==> src/design/tgr_pkg.sv <==
// tgr_pkg: shared types, constants and the 5x7 font for the text glyph renderer.
// Used by every module of the block; no dependencies.
`timescale 1ns / 1ps
`default_nettype none

package tgr_pkg;

  // Coordinate and frame sizes
  localparam int COORD_W       = 16;
  localparam int MAX_FRAME_DIM = 4096;
  localparam int DIM_W         = $clog2(MAX_FRAME_DIM);
  localparam int LIM_W         = DIM_W + 1;
  localparam int DIM_REG_W     = 13;
  localparam int PITCH_W       = 14;
  localparam int ADDR_W        = 48;
  localparam int COLOR_W       = 32;
  localparam int CHAR_W        = 8;
  localparam int ORIGIN_W      = 16;

  // Glyph geometry
  localparam int GLYPH_ROWS   = 7;
  localparam int GLYPH_COLS   = 5;
  localparam int GLYPH_W      = GLYPH_ROWS * GLYPH_COLS;
  localparam int ROW_W        = $clog2(GLYPH_ROWS);
  localparam int CELL_ADVANCE = 6;
  localparam int LINE_ADVANCE = 9;

  // Address arithmetic widths
  localparam int PROD_W = DIM_W + PITCH_W;
  localparam int OFF_W  = ((PROD_W > COORD_W) ? PROD_W : COORD_W) + 1;
  localparam int CMP_W  = ((COORD_W > LIM_W) ? COORD_W : LIM_W) + 1;

  // Configuration port
  localparam int CFG_IDX_W  = 3;
  localparam int CFG_DATA_W = 48;
  localparam logic [CFG_IDX_W-1:0] CFG_FRAME_READY  = 3'd0;
  localparam logic [CFG_IDX_W-1:0] CFG_FRAME_WIDTH  = 3'd1;
  localparam logic [CFG_IDX_W-1:0] CFG_FRAME_HEIGHT = 3'd2;
  localparam logic [CFG_IDX_W-1:0] CFG_ROW_PITCH    = 3'd3;
  localparam logic [CFG_IDX_W-1:0] CFG_FRAME_BASE   = 3'd4;

  // Character codes
  localparam logic [CHAR_W-1:0] NEWLINE_CODE = 8'h0A;
  localparam logic [CHAR_W-1:0] LOWER_A      = 8'h61;
  localparam logic [CHAR_W-1:0] LOWER_Z      = 8'h7A;
  localparam logic [CHAR_W-1:0] CASE_OFFSET  = 8'h20;

  // Job queue
  localparam int Q_DEPTH = 2;
  localparam int Q_PTR_W = (Q_DEPTH > 1) ? $clog2(Q_DEPTH) : 1;
  localparam int Q_CNT_W = $clog2(Q_DEPTH + 1);

  typedef struct packed {
    logic                first;
    logic [ORIGIN_W-1:0] origin_x;
    logic [ORIGIN_W-1:0] origin_y;
    logic [CHAR_W-1:0]   character;
    logic [COLOR_W-1:0]  ink_color;
  } tgr_in_t;

  typedef struct packed {
    logic [ADDR_W-1:0]     row_address;
    logic [GLYPH_COLS-1:0] pixel_mask;
    logic [COLOR_W-1:0]    pixel_color;
    logic                  last;
  } tgr_out_t;

  // Frame settings as seen by the datapath (limits already capped)
  typedef struct packed {
    logic               ready;
    logic [LIM_W-1:0]   wlim;
    logic [LIM_W-1:0]   hlim;
    logic [PITCH_W-1:0] pitch;
    logic [ADDR_W-1:0]  base;
  } tgr_cfg_t;

  // One character to draw, handed from front to back
  typedef struct packed {
    logic [PROD_W-1:0]     prod;   // cursor_y * pitch
    logic [COORD_W-1:0]    cx;
    logic [DIM_W-1:0]      cy;
    logic [GLYPH_COLS-1:0] colen;  // columns left of the clip limit
    logic [GLYPH_W-1:0]    glyph;  // top row in the high bits
    logic [COLOR_W-1:0]    ink;
  } tgr_job_t;

  // Clamp a frame dimension to the largest supported size
  function automatic logic [LIM_W-1:0] cap_dim(input logic [DIM_REG_W-1:0] d);
    logic [LIM_W-1:0] r;
    if (32'(d) > MAX_FRAME_DIM) r = LIM_W'(MAX_FRAME_DIM);
    else r = LIM_W'(d);
    return r;
  endfunction

  // Font lookup with lower case folded onto upper case; unknown codes are blank
  function automatic logic [GLYPH_W-1:0] font_glyph(input logic [CHAR_W-1:0] code);
    logic [CHAR_W-1:0]  c;
    logic [GLYPH_W-1:0] g;
    c = code;
    if (c >= LOWER_A && c <= LOWER_Z) c = c - CASE_OFFSET;
    case (c)
      8'h41: g = {5'h0E, 5'h11, 5'h11, 5'h1F, 5'h11, 5'h11, 5'h11}; // A
      8'h42: g = {5'h1E, 5'h11, 5'h11, 5'h1E, 5'h11, 5'h11, 5'h1E}; // B
      8'h43: g = {5'h0E, 5'h11, 5'h10, 5'h10, 5'h10, 5'h11, 5'h0E}; // C
      8'h44: g = {5'h1C, 5'h12, 5'h11, 5'h11, 5'h11, 5'h12, 5'h1C}; // D
      8'h45: g = {5'h1F, 5'h10, 5'h10, 5'h1E, 5'h10, 5'h10, 5'h1F}; // E
      8'h46: g = {5'h1F, 5'h10, 5'h10, 5'h1E, 5'h10, 5'h10, 5'h10}; // F
      8'h47: g = {5'h0F, 5'h10, 5'h10, 5'h17, 5'h11, 5'h11, 5'h0F}; // G
      8'h48: g = {5'h11, 5'h11, 5'h11, 5'h1F, 5'h11, 5'h11, 5'h11}; // H
      8'h49: g = {5'h1F, 5'h04, 5'h04, 5'h04, 5'h04, 5'h04, 5'h1F}; // I
      8'h4A: g = {5'h07, 5'h02, 5'h02, 5'h02, 5'h12, 5'h12, 5'h0C}; // J
      8'h4B: g = {5'h11, 5'h12, 5'h14, 5'h18, 5'h14, 5'h12, 5'h11}; // K
      8'h4C: g = {5'h10, 5'h10, 5'h10, 5'h10, 5'h10, 5'h10, 5'h1F}; // L
      8'h4D: g = {5'h11, 5'h1B, 5'h15, 5'h11, 5'h11, 5'h11, 5'h11}; // M
      8'h4E: g = {5'h11, 5'h19, 5'h15, 5'h13, 5'h11, 5'h11, 5'h11}; // N
      8'h4F: g = {5'h0E, 5'h11, 5'h11, 5'h11, 5'h11, 5'h11, 5'h0E}; // O
      8'h50: g = {5'h1E, 5'h11, 5'h11, 5'h1E, 5'h10, 5'h10, 5'h10}; // P
      8'h51: g = {5'h0E, 5'h11, 5'h11, 5'h11, 5'h15, 5'h12, 5'h0D}; // Q
      8'h52: g = {5'h1E, 5'h11, 5'h11, 5'h1E, 5'h14, 5'h12, 5'h11}; // R
      8'h53: g = {5'h0F, 5'h10, 5'h10, 5'h0E, 5'h01, 5'h01, 5'h1E}; // S
      8'h54: g = {5'h1F, 5'h04, 5'h04, 5'h04, 5'h04, 5'h04, 5'h04}; // T
      8'h55: g = {5'h11, 5'h11, 5'h11, 5'h11, 5'h11, 5'h11, 5'h0E}; // U
      8'h56: g = {5'h11, 5'h11, 5'h11, 5'h11, 5'h11, 5'h0A, 5'h04}; // V
      8'h57: g = {5'h11, 5'h11, 5'h11, 5'h15, 5'h15, 5'h15, 5'h0A}; // W
      8'h58: g = {5'h11, 5'h11, 5'h0A, 5'h04, 5'h0A, 5'h11, 5'h11}; // X
      8'h59: g = {5'h11, 5'h11, 5'h0A, 5'h04, 5'h04, 5'h04, 5'h04}; // Y
      8'h5A: g = {5'h1F, 5'h01, 5'h02, 5'h04, 5'h08, 5'h10, 5'h1F}; // Z
      8'h30: g = {5'h0E, 5'h11, 5'h13, 5'h15, 5'h19, 5'h11, 5'h0E}; // 0
      8'h31: g = {5'h04, 5'h0C, 5'h04, 5'h04, 5'h04, 5'h04, 5'h0E}; // 1
      8'h32: g = {5'h0E, 5'h11, 5'h01, 5'h02, 5'h04, 5'h08, 5'h1F}; // 2
      8'h33: g = {5'h1E, 5'h01, 5'h01, 5'h0E, 5'h01, 5'h01, 5'h1E}; // 3
      8'h34: g = {5'h02, 5'h06, 5'h0A, 5'h12, 5'h1F, 5'h02, 5'h02}; // 4
      8'h35: g = {5'h1F, 5'h10, 5'h10, 5'h1E, 5'h01, 5'h01, 5'h1E}; // 5
      8'h36: g = {5'h0E, 5'h10, 5'h10, 5'h1E, 5'h11, 5'h11, 5'h0E}; // 6
      8'h37: g = {5'h1F, 5'h01, 5'h02, 5'h04, 5'h08, 5'h08, 5'h08}; // 7
      8'h38: g = {5'h0E, 5'h11, 5'h11, 5'h0E, 5'h11, 5'h11, 5'h0E}; // 8
      8'h39: g = {5'h0E, 5'h11, 5'h11, 5'h0F, 5'h01, 5'h01, 5'h0E}; // 9
      8'h3A: g = {5'h00, 5'h04, 5'h00, 5'h00, 5'h04, 5'h00, 5'h00}; // colon
      8'h2E: g = {5'h00, 5'h00, 5'h00, 5'h00, 5'h00, 5'h0C, 5'h0C}; // period
      8'h2D: g = {5'h00, 5'h00, 5'h00, 5'h1F, 5'h00, 5'h00, 5'h00}; // minus
      8'h2B: g = {5'h00, 5'h04, 5'h04, 5'h1F, 5'h04, 5'h04, 5'h00}; // plus
      8'h2F: g = {5'h01, 5'h02, 5'h04, 5'h08, 5'h10, 5'h00, 5'h00}; // slash
      8'h2A: g = {5'h00, 5'h15, 5'h0E, 5'h1F, 5'h0E, 5'h15, 5'h00}; // star
      8'h3D: g = {5'h00, 5'h1F, 5'h00, 5'h1F, 5'h00, 5'h00, 5'h00}; // equals
      8'h5F: g = {5'h00, 5'h00, 5'h00, 5'h00, 5'h00, 5'h00, 5'h1F}; // underscore
      default: g = '0;                                              // space, unknown
    endcase
    return g;
  endfunction

endpackage

`default_nettype wire

==> src/design/tgr_front.sv <==
// tgr_front: input side of the glyph renderer. Keeps the text cursor, looks up
// the glyph and queues one job per drawable character. Depends on tgr_pkg.
`timescale 1ns / 1ps
`default_nettype none

module tgr_front (
  input  wire logic             clk,
  input  wire logic             rst_n,
  input  wire tgr_pkg::tgr_cfg_t cfg,
  input  wire logic             in_valid,
  output logic                  in_stall,
  input  wire tgr_pkg::tgr_in_t in_data,
  input  wire logic             q_ready,
  output logic                  q_push,
  output tgr_pkg::tgr_job_t     q_data
);

  logic [tgr_pkg::COORD_W-1:0] cursor_x_r, cursor_x_nxt;
  logic [tgr_pkg::COORD_W-1:0] cursor_y_r, cursor_y_nxt;
  logic [tgr_pkg::COORD_W-1:0] line_x_r, line_x_nxt;

  logic                        accept;
  logic                        is_newline;
  logic                        row0_inside;
  logic [tgr_pkg::COORD_W-1:0] cx_eff, cy_eff, line_eff;
  logic [tgr_pkg::COORD_W:0]   cx_sum, cy_sum;
  logic [tgr_pkg::COORD_W-1:0] cx_adv, cy_adv;
  logic [tgr_pkg::DIM_W-1:0]   cy_short;
  logic [tgr_pkg::GLYPH_COLS-1:0] colen;

  assign in_stall = !q_ready;
  assign accept   = in_valid && !in_stall;

  // Origin latch for the first character of a string
  always_comb begin
    if (in_data.first) begin
      cx_eff   = tgr_pkg::COORD_W'(in_data.origin_x);
      cy_eff   = tgr_pkg::COORD_W'(in_data.origin_y);
      line_eff = tgr_pkg::COORD_W'(in_data.origin_x);
    end else begin
      cx_eff   = cursor_x_r;
      cy_eff   = cursor_y_r;
      line_eff = line_x_r;
    end
  end

  assign is_newline = (in_data.character == tgr_pkg::NEWLINE_CODE);

  // Saturating cursor steps
  assign cx_sum = {1'b0, cx_eff} + (tgr_pkg::COORD_W+1)'(tgr_pkg::CELL_ADVANCE);
  assign cy_sum = {1'b0, cy_eff} + (tgr_pkg::COORD_W+1)'(tgr_pkg::LINE_ADVANCE);
  assign cx_adv = cx_sum[tgr_pkg::COORD_W] ? '1 : cx_sum[tgr_pkg::COORD_W-1:0];
  assign cy_adv = cy_sum[tgr_pkg::COORD_W] ? '1 : cy_sum[tgr_pkg::COORD_W-1:0];

  // Cursor update, done whether or not anything is drawn
  always_comb begin
    cursor_x_nxt = cursor_x_r;
    cursor_y_nxt = cursor_y_r;
    line_x_nxt   = line_x_r;
    if (accept) begin
      line_x_nxt = line_eff;
      if (is_newline) begin
        cursor_x_nxt = line_eff;
        cursor_y_nxt = cy_adv;
      end else begin
        cursor_x_nxt = cx_adv;
        cursor_y_nxt = cy_eff;
      end
    end
  end

  always_ff @(posedge clk) begin
    if (!rst_n) begin
      cursor_x_r <= '0;
      cursor_y_r <= '0;
      line_x_r   <= '0;
    end else begin
      cursor_x_r <= cursor_x_nxt;
      cursor_y_r <= cursor_y_nxt;
      line_x_r   <= line_x_nxt;
    end
  end

  // Rows are contiguous from the top, so the character draws iff its top row fits
  assign row0_inside = (tgr_pkg::CMP_W'(cy_eff) < tgr_pkg::CMP_W'(cfg.hlim));
  assign q_push      = accept && !is_newline && cfg.ready && row0_inside;
  assign cy_short    = cy_eff[tgr_pkg::DIM_W-1:0];

  // Column clip flags: bit (4-col) for column col
  always_comb begin
    for (int col = 0; col < tgr_pkg::GLYPH_COLS; col++) begin
      colen[tgr_pkg::GLYPH_COLS-1-col] =
        (tgr_pkg::CMP_W'(cx_eff) + tgr_pkg::CMP_W'(col)) < tgr_pkg::CMP_W'(cfg.wlim);
    end
  end

  // Job payload
  always_comb begin
    q_data.prod  = tgr_pkg::PROD_W'(cy_short) * tgr_pkg::PROD_W'(cfg.pitch);
    q_data.cx    = cx_eff;
    q_data.cy    = cy_short;
    q_data.colen = colen;
    q_data.glyph = tgr_pkg::font_glyph(in_data.character);
    q_data.ink   = in_data.ink_color;
  end

endmodule

`default_nettype wire

==> src/design/tgr_queue.sv <==
// tgr_queue: short job queue between the front and back of the glyph renderer.
// Flip-flop storage, one read at the head. Depends on tgr_pkg.
`timescale 1ns / 1ps
`default_nettype none

module tgr_queue (
  input  wire logic              clk,
  input  wire logic              rst_n,
  input  wire logic              push,
  input  wire tgr_pkg::tgr_job_t push_data,
  output logic                   ready,
  input  wire logic              pop,
  output logic                   valid,
  output tgr_pkg::tgr_job_t      head
);

  tgr_pkg::tgr_job_t            mem_r [tgr_pkg::Q_DEPTH];
  logic [tgr_pkg::Q_PTR_W-1:0]  wr_ptr_r, wr_ptr_nxt;
  logic [tgr_pkg::Q_PTR_W-1:0]  rd_ptr_r, rd_ptr_nxt;
  logic [tgr_pkg::Q_CNT_W-1:0]  count_r, count_nxt;

  assign ready = (count_r != tgr_pkg::Q_CNT_W'(tgr_pkg::Q_DEPTH));
  assign valid = (count_r != '0);
  assign head  = mem_r[rd_ptr_r];

  // Pointer wrap at the queue depth
  always_comb begin
    wr_ptr_nxt = wr_ptr_r;
    rd_ptr_nxt = rd_ptr_r;
    count_nxt  = count_r;
    if (push) begin
      wr_ptr_nxt = (wr_ptr_r == tgr_pkg::Q_PTR_W'(tgr_pkg::Q_DEPTH - 1)) ? '0
                                                                       : wr_ptr_r + 1'b1;
    end
    if (pop) begin
      rd_ptr_nxt = (rd_ptr_r == tgr_pkg::Q_PTR_W'(tgr_pkg::Q_DEPTH - 1)) ? '0
                                                                       : rd_ptr_r + 1'b1;
    end
    if (push && !pop) count_nxt = count_r + 1'b1;
    else if (pop && !push) count_nxt = count_r - 1'b1;
  end

  always_ff @(posedge clk) begin
    if (!rst_n) begin
      wr_ptr_r <= '0;
      rd_ptr_r <= '0;
      count_r  <= '0;
    end else begin
      wr_ptr_r <= wr_ptr_nxt;
      rd_ptr_r <= rd_ptr_nxt;
      count_r  <= count_nxt;
    end
  end

  // Storage
  always_ff @(posedge clk) begin
    if (push) mem_r[wr_ptr_r] <= push_data;
  end

endmodule

`default_nettype wire

==> src/design/tgr_back.sv <==
// tgr_back: output side of the glyph renderer. Walks the glyph rows of one job,
// one row write per cycle when not stalled, to a registered output. Depends on tgr_pkg.
`timescale 1ns / 1ps
`default_nettype none

module tgr_back (
  input  wire logic              clk,
  input  wire logic              rst_n,
  input  wire tgr_pkg::tgr_cfg_t cfg,
  input  wire logic              q_valid,
  input  wire tgr_pkg::tgr_job_t q_head,
  output logic                   q_pop,
  output logic                   out_valid,
  input  wire logic              out_stall,
  output tgr_pkg::tgr_out_t      out_data
);

  logic                            active_r, active_nxt;
  logic [tgr_pkg::OFF_W-1:0]       off_r;
  logic [tgr_pkg::DIM_W-1:0]       y_r;
  logic [tgr_pkg::ROW_W-1:0]       row_r;
  logic [tgr_pkg::GLYPH_W-1:0]     glyph_r;
  logic [tgr_pkg::GLYPH_COLS-1:0]  colen_r;
  logic [tgr_pkg::COLOR_W-1:0]     ink_r;
  logic                            out_valid_r;
  tgr_pkg::tgr_out_t               out_r;

  logic out_free;
  logic emit;
  logic last_row;
  logic load;

  assign out_free = !out_valid_r || !out_stall;
  assign emit     = active_r && out_free;

  // Visible rows form a prefix, so the last one is the seventh or the one at the bottom edge
  assign last_row = (row_r == tgr_pkg::ROW_W'(tgr_pkg::GLYPH_ROWS - 1)) ||
                    (({1'b0, y_r} + 1'b1) >= cfg.hlim);

  // Next job enters in the same cycle the current one finishes
  assign load  = q_valid && (!active_r || (emit && last_row));
  assign q_pop = load;

  always_comb begin
    active_nxt = active_r;
    if (load) active_nxt = 1'b1;
    else if (emit && last_row) active_nxt = 1'b0;
  end

  always_ff @(posedge clk) begin
    if (!rst_n) begin
      active_r    <= 1'b0;
      out_valid_r <= 1'b0;
    end else begin
      active_r <= active_nxt;
      if (out_free) out_valid_r <= emit;
    end
  end

  // Row walk: offset grows by one pitch per row
  always_ff @(posedge clk) begin
    if (load) begin
      off_r   <= tgr_pkg::OFF_W'(q_head.prod) + tgr_pkg::OFF_W'(q_head.cx);
      y_r     <= q_head.cy;
      row_r   <= '0;
      glyph_r <= q_head.glyph;
      colen_r <= q_head.colen;
      ink_r   <= q_head.ink;
    end else if (emit) begin
      off_r   <= off_r + tgr_pkg::OFF_W'(cfg.pitch);
      y_r     <= y_r + 1'b1;
      row_r   <= row_r + 1'b1;
      glyph_r <= glyph_r << tgr_pkg::GLYPH_COLS;
    end
  end

  // Output register
  always_ff @(posedge clk) begin
    if (emit) begin
      out_r.row_address <= cfg.base + tgr_pkg::ADDR_W'({off_r, 2'b00});
      out_r.pixel_mask  <= glyph_r[tgr_pkg::GLYPH_W-1 -: tgr_pkg::GLYPH_COLS] & colen_r;
      out_r.pixel_color <= ink_r;
      out_r.last        <= last_row;
    end
  end

  assign out_valid = out_valid_r;
  assign out_data  = out_r;

endmodule

`default_nettype wire

==> src/design/text_glyph_renderer_5x7_top.sv <==
// text_glyph_renderer_5x7_top: 5x7 text renderer top level with frame settings.
// Instantiates tgr_front, tgr_queue and tgr_back; depends on tgr_pkg.
//
// Usage:
//   Input channel (in_valid / in_stall / in_data): one character request each,
//   with a first-of-string flag, the string origin and the ink color.
//   Output channel (out_valid / out_stall / out_data): one row write request per
//   visible glyph row, top row first; last marks the final row of a character.
//   cfg_we / cfg_index / cfg_data write the frame settings while idle.
//   A drawn character passes through the job queue and the row walker to the
//   registered output. Throughput is set by the row walker in the back end: one
//   row write per cycle while out_stall is low, one per visible row (up to 7)
//   of a character; newlines and undrawn characters queue no job.
//   A two-entry queue lets the input keep flowing while rows are written.
//   Reset clears the cursor, the frame settings (frame not ready) and the queue.
//   When out_stall is high the current row write holds and the row walker waits;
//   once the queue fills, in_stall rises.
`timescale 1ns / 1ps
`default_nettype none

module text_glyph_renderer_5x7_top (
  input  wire logic                             clk,
  input  wire logic                             rst_n,
  input  wire logic                             in_valid,
  output logic                                  in_stall,
  input  wire tgr_pkg::tgr_in_t                 in_data,
  output logic                                  out_valid,
  input  wire logic                             out_stall,
  output tgr_pkg::tgr_out_t                     out_data,
  input  wire logic                             cfg_we,
  input  wire logic [tgr_pkg::CFG_IDX_W-1:0]    cfg_index,
  input  wire logic [tgr_pkg::CFG_DATA_W-1:0]   cfg_data
);

  tgr_pkg::tgr_cfg_t cfg_r;
  tgr_pkg::tgr_job_t push_data;
  tgr_pkg::tgr_job_t q_head;
  logic              q_push, q_ready, q_pop, q_valid;

  // Frame settings; limits are stored already capped
  always_ff @(posedge clk) begin
    if (!rst_n) begin
      cfg_r <= '0;
    end else if (cfg_we) begin
      case (cfg_index)
        tgr_pkg::CFG_FRAME_READY:  cfg_r.ready <= cfg_data[0];
        tgr_pkg::CFG_FRAME_WIDTH:
          cfg_r.wlim  <= tgr_pkg::cap_dim(cfg_data[tgr_pkg::DIM_REG_W-1:0]);
        tgr_pkg::CFG_FRAME_HEIGHT:
          cfg_r.hlim  <= tgr_pkg::cap_dim(cfg_data[tgr_pkg::DIM_REG_W-1:0]);
        tgr_pkg::CFG_ROW_PITCH:    cfg_r.pitch <= cfg_data[tgr_pkg::PITCH_W-1:0];
        tgr_pkg::CFG_FRAME_BASE:   cfg_r.base  <= cfg_data[tgr_pkg::ADDR_W-1:0];
        default: ;
      endcase
    end
  end

  tgr_front u_front (
    .clk      (clk),
    .rst_n    (rst_n),
    .cfg      (cfg_r),
    .in_valid (in_valid),
    .in_stall (in_stall),
    .in_data  (in_data),
    .q_ready  (q_ready),
    .q_push   (q_push),
    .q_data   (push_data)
  );

  tgr_queue u_queue (
    .clk       (clk),
    .rst_n     (rst_n),
    .push      (q_push),
    .push_data (push_data),
    .ready     (q_ready),
    .pop       (q_pop),
    .valid     (q_valid),
    .head      (q_head)
  );

  tgr_back u_back (
    .clk       (clk),
    .rst_n     (rst_n),
    .cfg       (cfg_r),
    .q_valid   (q_valid),
    .q_head    (q_head),
    .q_pop     (q_pop),
    .out_valid (out_valid),
    .out_stall (out_stall),
    .out_data  (out_data)
  );

  // Queue is never popped empty or pushed full
  a_pop_nonempty: assert property (@(posedge clk) disable iff (!rst_n)
    q_pop |-> q_valid) else $error("job popped from empty queue");

  a_push_space: assert property (@(posedge clk) disable iff (!rst_n)
    q_push |-> q_ready) else $error("job pushed into full queue");

  // A newline only moves the cursor, it never queues a job
  a_newline_no_job: assert property (@(posedge clk) disable iff (!rst_n)
    (in_valid && !in_stall && in_data.character == tgr_pkg::NEWLINE_CODE) |-> !q_push)
    else $error("newline queued a job");

  // With the frame not ready nothing enters the back end
  a_not_ready_no_job: assert property (@(posedge clk) disable iff (!rst_n)
    !cfg_r.ready |-> !q_push) else $error("job queued while frame not ready");

endmodule

`default_nettype wire
==> config.mk <==
export PLATFORM = sky130hd
export DESIGN_NAME = text_glyph_renderer_5x7_top
export DESIGN_NICKNAME = d
export VERILOG_FILES = /design/src/design/tgr_pkg.sv /design/src/design/tgr_front.sv /design/src/design/tgr_queue.sv /design/src/design/tgr_back.sv /design/src/design/text_glyph_renderer_5x7_top.sv
export SDC_FILE = /design/constraint.sdc
export NUM_CORES = 2
export LEC_CHECK = 0
export BUFFER_PORTS_ARGS = -buffer_cell sky130_fd_sc_hd__buf_2
export CAP_MARGIN = 20
export CORE_ASPECT_RATIO = 1.75
export CORE_UTILIZATION = 64
export CTS_BUF_LIST = sky130_fd_sc_hd__clkbuf_4 sky130_fd_sc_hd__clkbuf_8
export CTS_CLUSTER_DIAMETER = 30
export DETAILED_ROUTE_END_ITERATION = 10
export PLACE_DENSITY_LB_ADDON = 0.05
export SLEW_MARGIN = 10
export SYNTH_ARGS = -nofsm -noshare
export SYNTH_HDL_FRONTEND = slang
export SYNTH_HIERARCHICAL = 1
export SYNTH_MEMORY_MAX_BITS = 65536
export SYNTH_SLANG_ARGS = --single-unit
==> constraint.sdc <==
create_clock -name clk -period 10.2 [get_ports clk]
set_input_delay 0.51 -clock clk [delete_from_list [all_inputs] [get_ports clk]]
set_output_delay 0.51 -clock clk [all_outputs]
set_load 0.01 [all_outputs]
==> reports/qor.csv <==
metric;value;unit
synth-seq-cells;596;
power;0.00849;W
finalSetupViolations;0;
grt_busiest_layer;met2;
die_area;60200;um^2
max_slew_margin;0.277;
syn_area;37900;um^2
htreeDepth;3;
first_iter_violations;2010;
power_frac_seq;0.416;
critical_path_class;input pin to register;
wl_per_cell;23.7;um
cp_data_required_time;10710;ps
grt_pass1_wl;164000;um
die_width;186;um
p_sw;0.00303;W
syn_nets;4030;
grtUsageMet3;0.0555;
cp_num_cells;18;
async_reset_ff_frac;0;
initial_core_util;0.649;
combPwrFrac;0.335;
path_buf_inv;5;
cp-start-kind;input pin;
internal_power;0.00545;W
switching_share;0.357;
numCtsBuffers;93;
drive_above_1_share;0.169;
gp_congestion;1.01;
rsz0062_at_grt;no;
min_path_type;input pin to register;
met1_usage;0.353;
cellLeakagePower;16.9;nW
core_area;58400;um^2
pin_count;217;
path_delay_family;adder cells;
hold_path_depth;3;
slowest_delay;720;ps
dp_hpwl;79300;um
cpMostUsedCell;fa_1;
placed_cells;4369;
ys.flop_type;edfxtp_1;
fin_skew;43.8;ps
clk_pin_slew;60;ps
yosys-top-cells-count;nand2_1, edfxtp_1, inv_1;
stdcell_count;4606;
syn_to_final_growth;10.1;%
synth_top_area_share;0.356;
slew_violations;0;
synth_edf_count;449;
synth.distinct_cells;92;
worstPathMaxFanout;72;
worstPathCellList;buf_4 > buf_4 > mux2i_1 > inv_1 > and2_1 > fa_1 > fa_1 > fa_1 > fa_1 > inv_1 > fa_1 > inv_1 > ha_1 > and2_1 > nand3_1 > o221ai_1 > a31oi_1 > nor3b_1;
crit_arrival;7080;ps
cts_tree;yes;
hold_ws;45.7;ps
synthTopCellsByArea;edfxtp_1, dfxtp_1, ha_1, fa_1, nand2_1;
synth.avg_cell_area;10.7;um^2
outcome;finished clean;
hold_viol;0;
die_h;324;um
grt_pass1_vias;29900;
routed_wl;109000;um
ir_drop;0.159;mV
critPathSlowestCell;buf_4;
numPortBuffers;216;
post-route-min-period;6580;ps
timing.fmax;152;MHz
yosysMostFrequentCell;nand2_1;
power_frac_clock;0.249;
overflow;0;
firstDrtPassIters;6;
grt_max_degree;128;
clock_path_buffers;3;
fp-row-count;117;
antenna_left;0;
drc;0;
cts.sinks;596;
worstRegToRegCells;16;
synth_top_area_cell;edfxtp_1;
vias;28500;
max_slew.worst_pin.slew;1080;ps
synthCells;3552;
viasPerCell;6.18;
yosys_warnings;6;
yosysSeqAreaShare;0.433;
fin_tns_setup;0;ps
drv_cap;0;
powerDensity;203;nW/um^2
finalNetCount;4228;
clk_latency;750;ps
finalCritPeriodShare;0.645;
grt_use_met2;0.675;
root_buffer;clkbuf_8;
grt.total_usage;0.366;
antenna_found_initial;6;
end_kind;register;
-- flip-flops by register name (all words and copies together), names as in the netlist, named ones only --
| signal | cells |
|---|---|
| u_back/y_r | 12 |
| u_back/out_valid | 1 |
| u_front/cursor_y_r | 16 |
| u_queue/wr_ptr_r | 1 |
| u_queue/count_r | 2 |
| u_front/line_x_r | 16 |
| u_back/colen_r | 5 |
| u_back/glyph_r | 35 |
| u_back/out_data | 86 |
| cfg_r | 89 |
| u_front/cursor_x_r | 16 |
| u_back/ink_r | 32 |
| u_queue/rd_ptr_r | 1 |
| u_back/active_r | 1 |
| u_back/row_r | 3 |
| u_back/off_r | 27 |
| u_queue/mem_r | 252 |
-- power groups by stage --
stage               logic [W]  clock network [W]  registers (W)
floorplan             0.00192                  0        0.00355
global placement      0.00267                  0        0.00354
detailed placement    0.00275                  0        0.00356
CTS                   0.00279            0.00214        0.00352
global route          0.00306            0.00225        0.00356
finish                0.00285            0.00211        0.00353
-- worst reg2reg max path, delay by kind of cell, from the launching register on --
family	cells	cell delay (ps)
AOI/OAI and AO/OA	2	750
adders and majority gates	6	3030
buffers and inverters	3	710
DFF	1	320
muxes	1	180
and+or+nand+nor	4	1150
-- stage by stage --
| step | area, um^2 | utilization | worst slack (ps) |
|---|---|---|---|
| after floorplan | 37900 | - | 822 |
| after global placement | 39100 | 0.670 | 3170 |
| after detailed placement | 39200 | 0.671 | 3030 |
| after CTS | 41700 | 0.714 | 3780 |
| after global routing | 41700 | 0.715 | 3300 |
| final | 41700 | 0.715 | 3620 |
-- what timing repair did --
action | in CTS | in global routing
gates resized for setup | 0 | 0
hold endpoints to repair | 89 | 0
hold buffers | 57 | 0
buffers inserted | 0 | 0
-- kinds of logic (layout without fill, tap and decap cells) --
kind of cell,count (synthesis),count (layout),share of synthesized area
compound gates,605,605,0.105
flops,596,596,0.433
mux,323,323,0.0963
other cells,0,3,0
xor+xnor,188,188,0.0434
fa+ha+maj,349,349,0.140
simple gates,1026,1026,0.128
buf+inv,465,743,0.0540
-- layout by cell type, fill, tap and decap left out, types with 35 or more instances in the layout --
cell type / n
inv_1: 258
nor3_1: 35
fa_1: 123
nor2_1: 153
buf_2: 215
dlygate4sd3_1: 57
and2_1: 94
mux2i_1: 139
nand3_1: 67
nand2_1: 476
edfxtp_1: 449
clkbuf_8: 98
mux2_2: 140
mux2_4: 41
ha_1: 226
a21o_1: 43
xnor2_1: 144
o21ai_0: 121
nand4_1: 40
xor2_1: 44
dfxtp_1: 146
a21oi_1: 180
-- cell type report --
cell class                      instances  area, um^2
Antenna cell                            3        7.51
Clock buffer                          121        1520
Clock inverter                         54         452
Fill cell                            4119       16700
Inverter                              268        1010
Multi-Input combinational cell       2491       19500
Sequential cell                       596       16400
Tap cell                              773         967
Timing Repair Buffer                  300        1880
-- layer usage --
layer  part of all wire  vias to the layer above
met5            0.00040                        -
met4              0.083                        6
met3              0.052                      451
met2               0.53                     1291
met1               0.34                    13800
li1                   -                    12900
-- final timing paths --
kind                                      startpoint                         endpoint  slack, ps
setup / recovery                         in_data[72]  u_queue/mem_r[0][119]$_DFFE_PP_       3620
hold / removal                           cfg_data[7]            cfg_r[7]$_SDFFE_PN0P_         50
setup reg to reg  u_front/cursor_y_r[8]$_SDFFE_PN0P_  u_queue/mem_r[0][119]$_DFFE_PP_       3830
hold reg to reg           u_back/ink_r[29]$_DFFE_PP_    u_back/out_data[30]$_DFFE_PP_        410
Power figures use the tool's default switching activity.
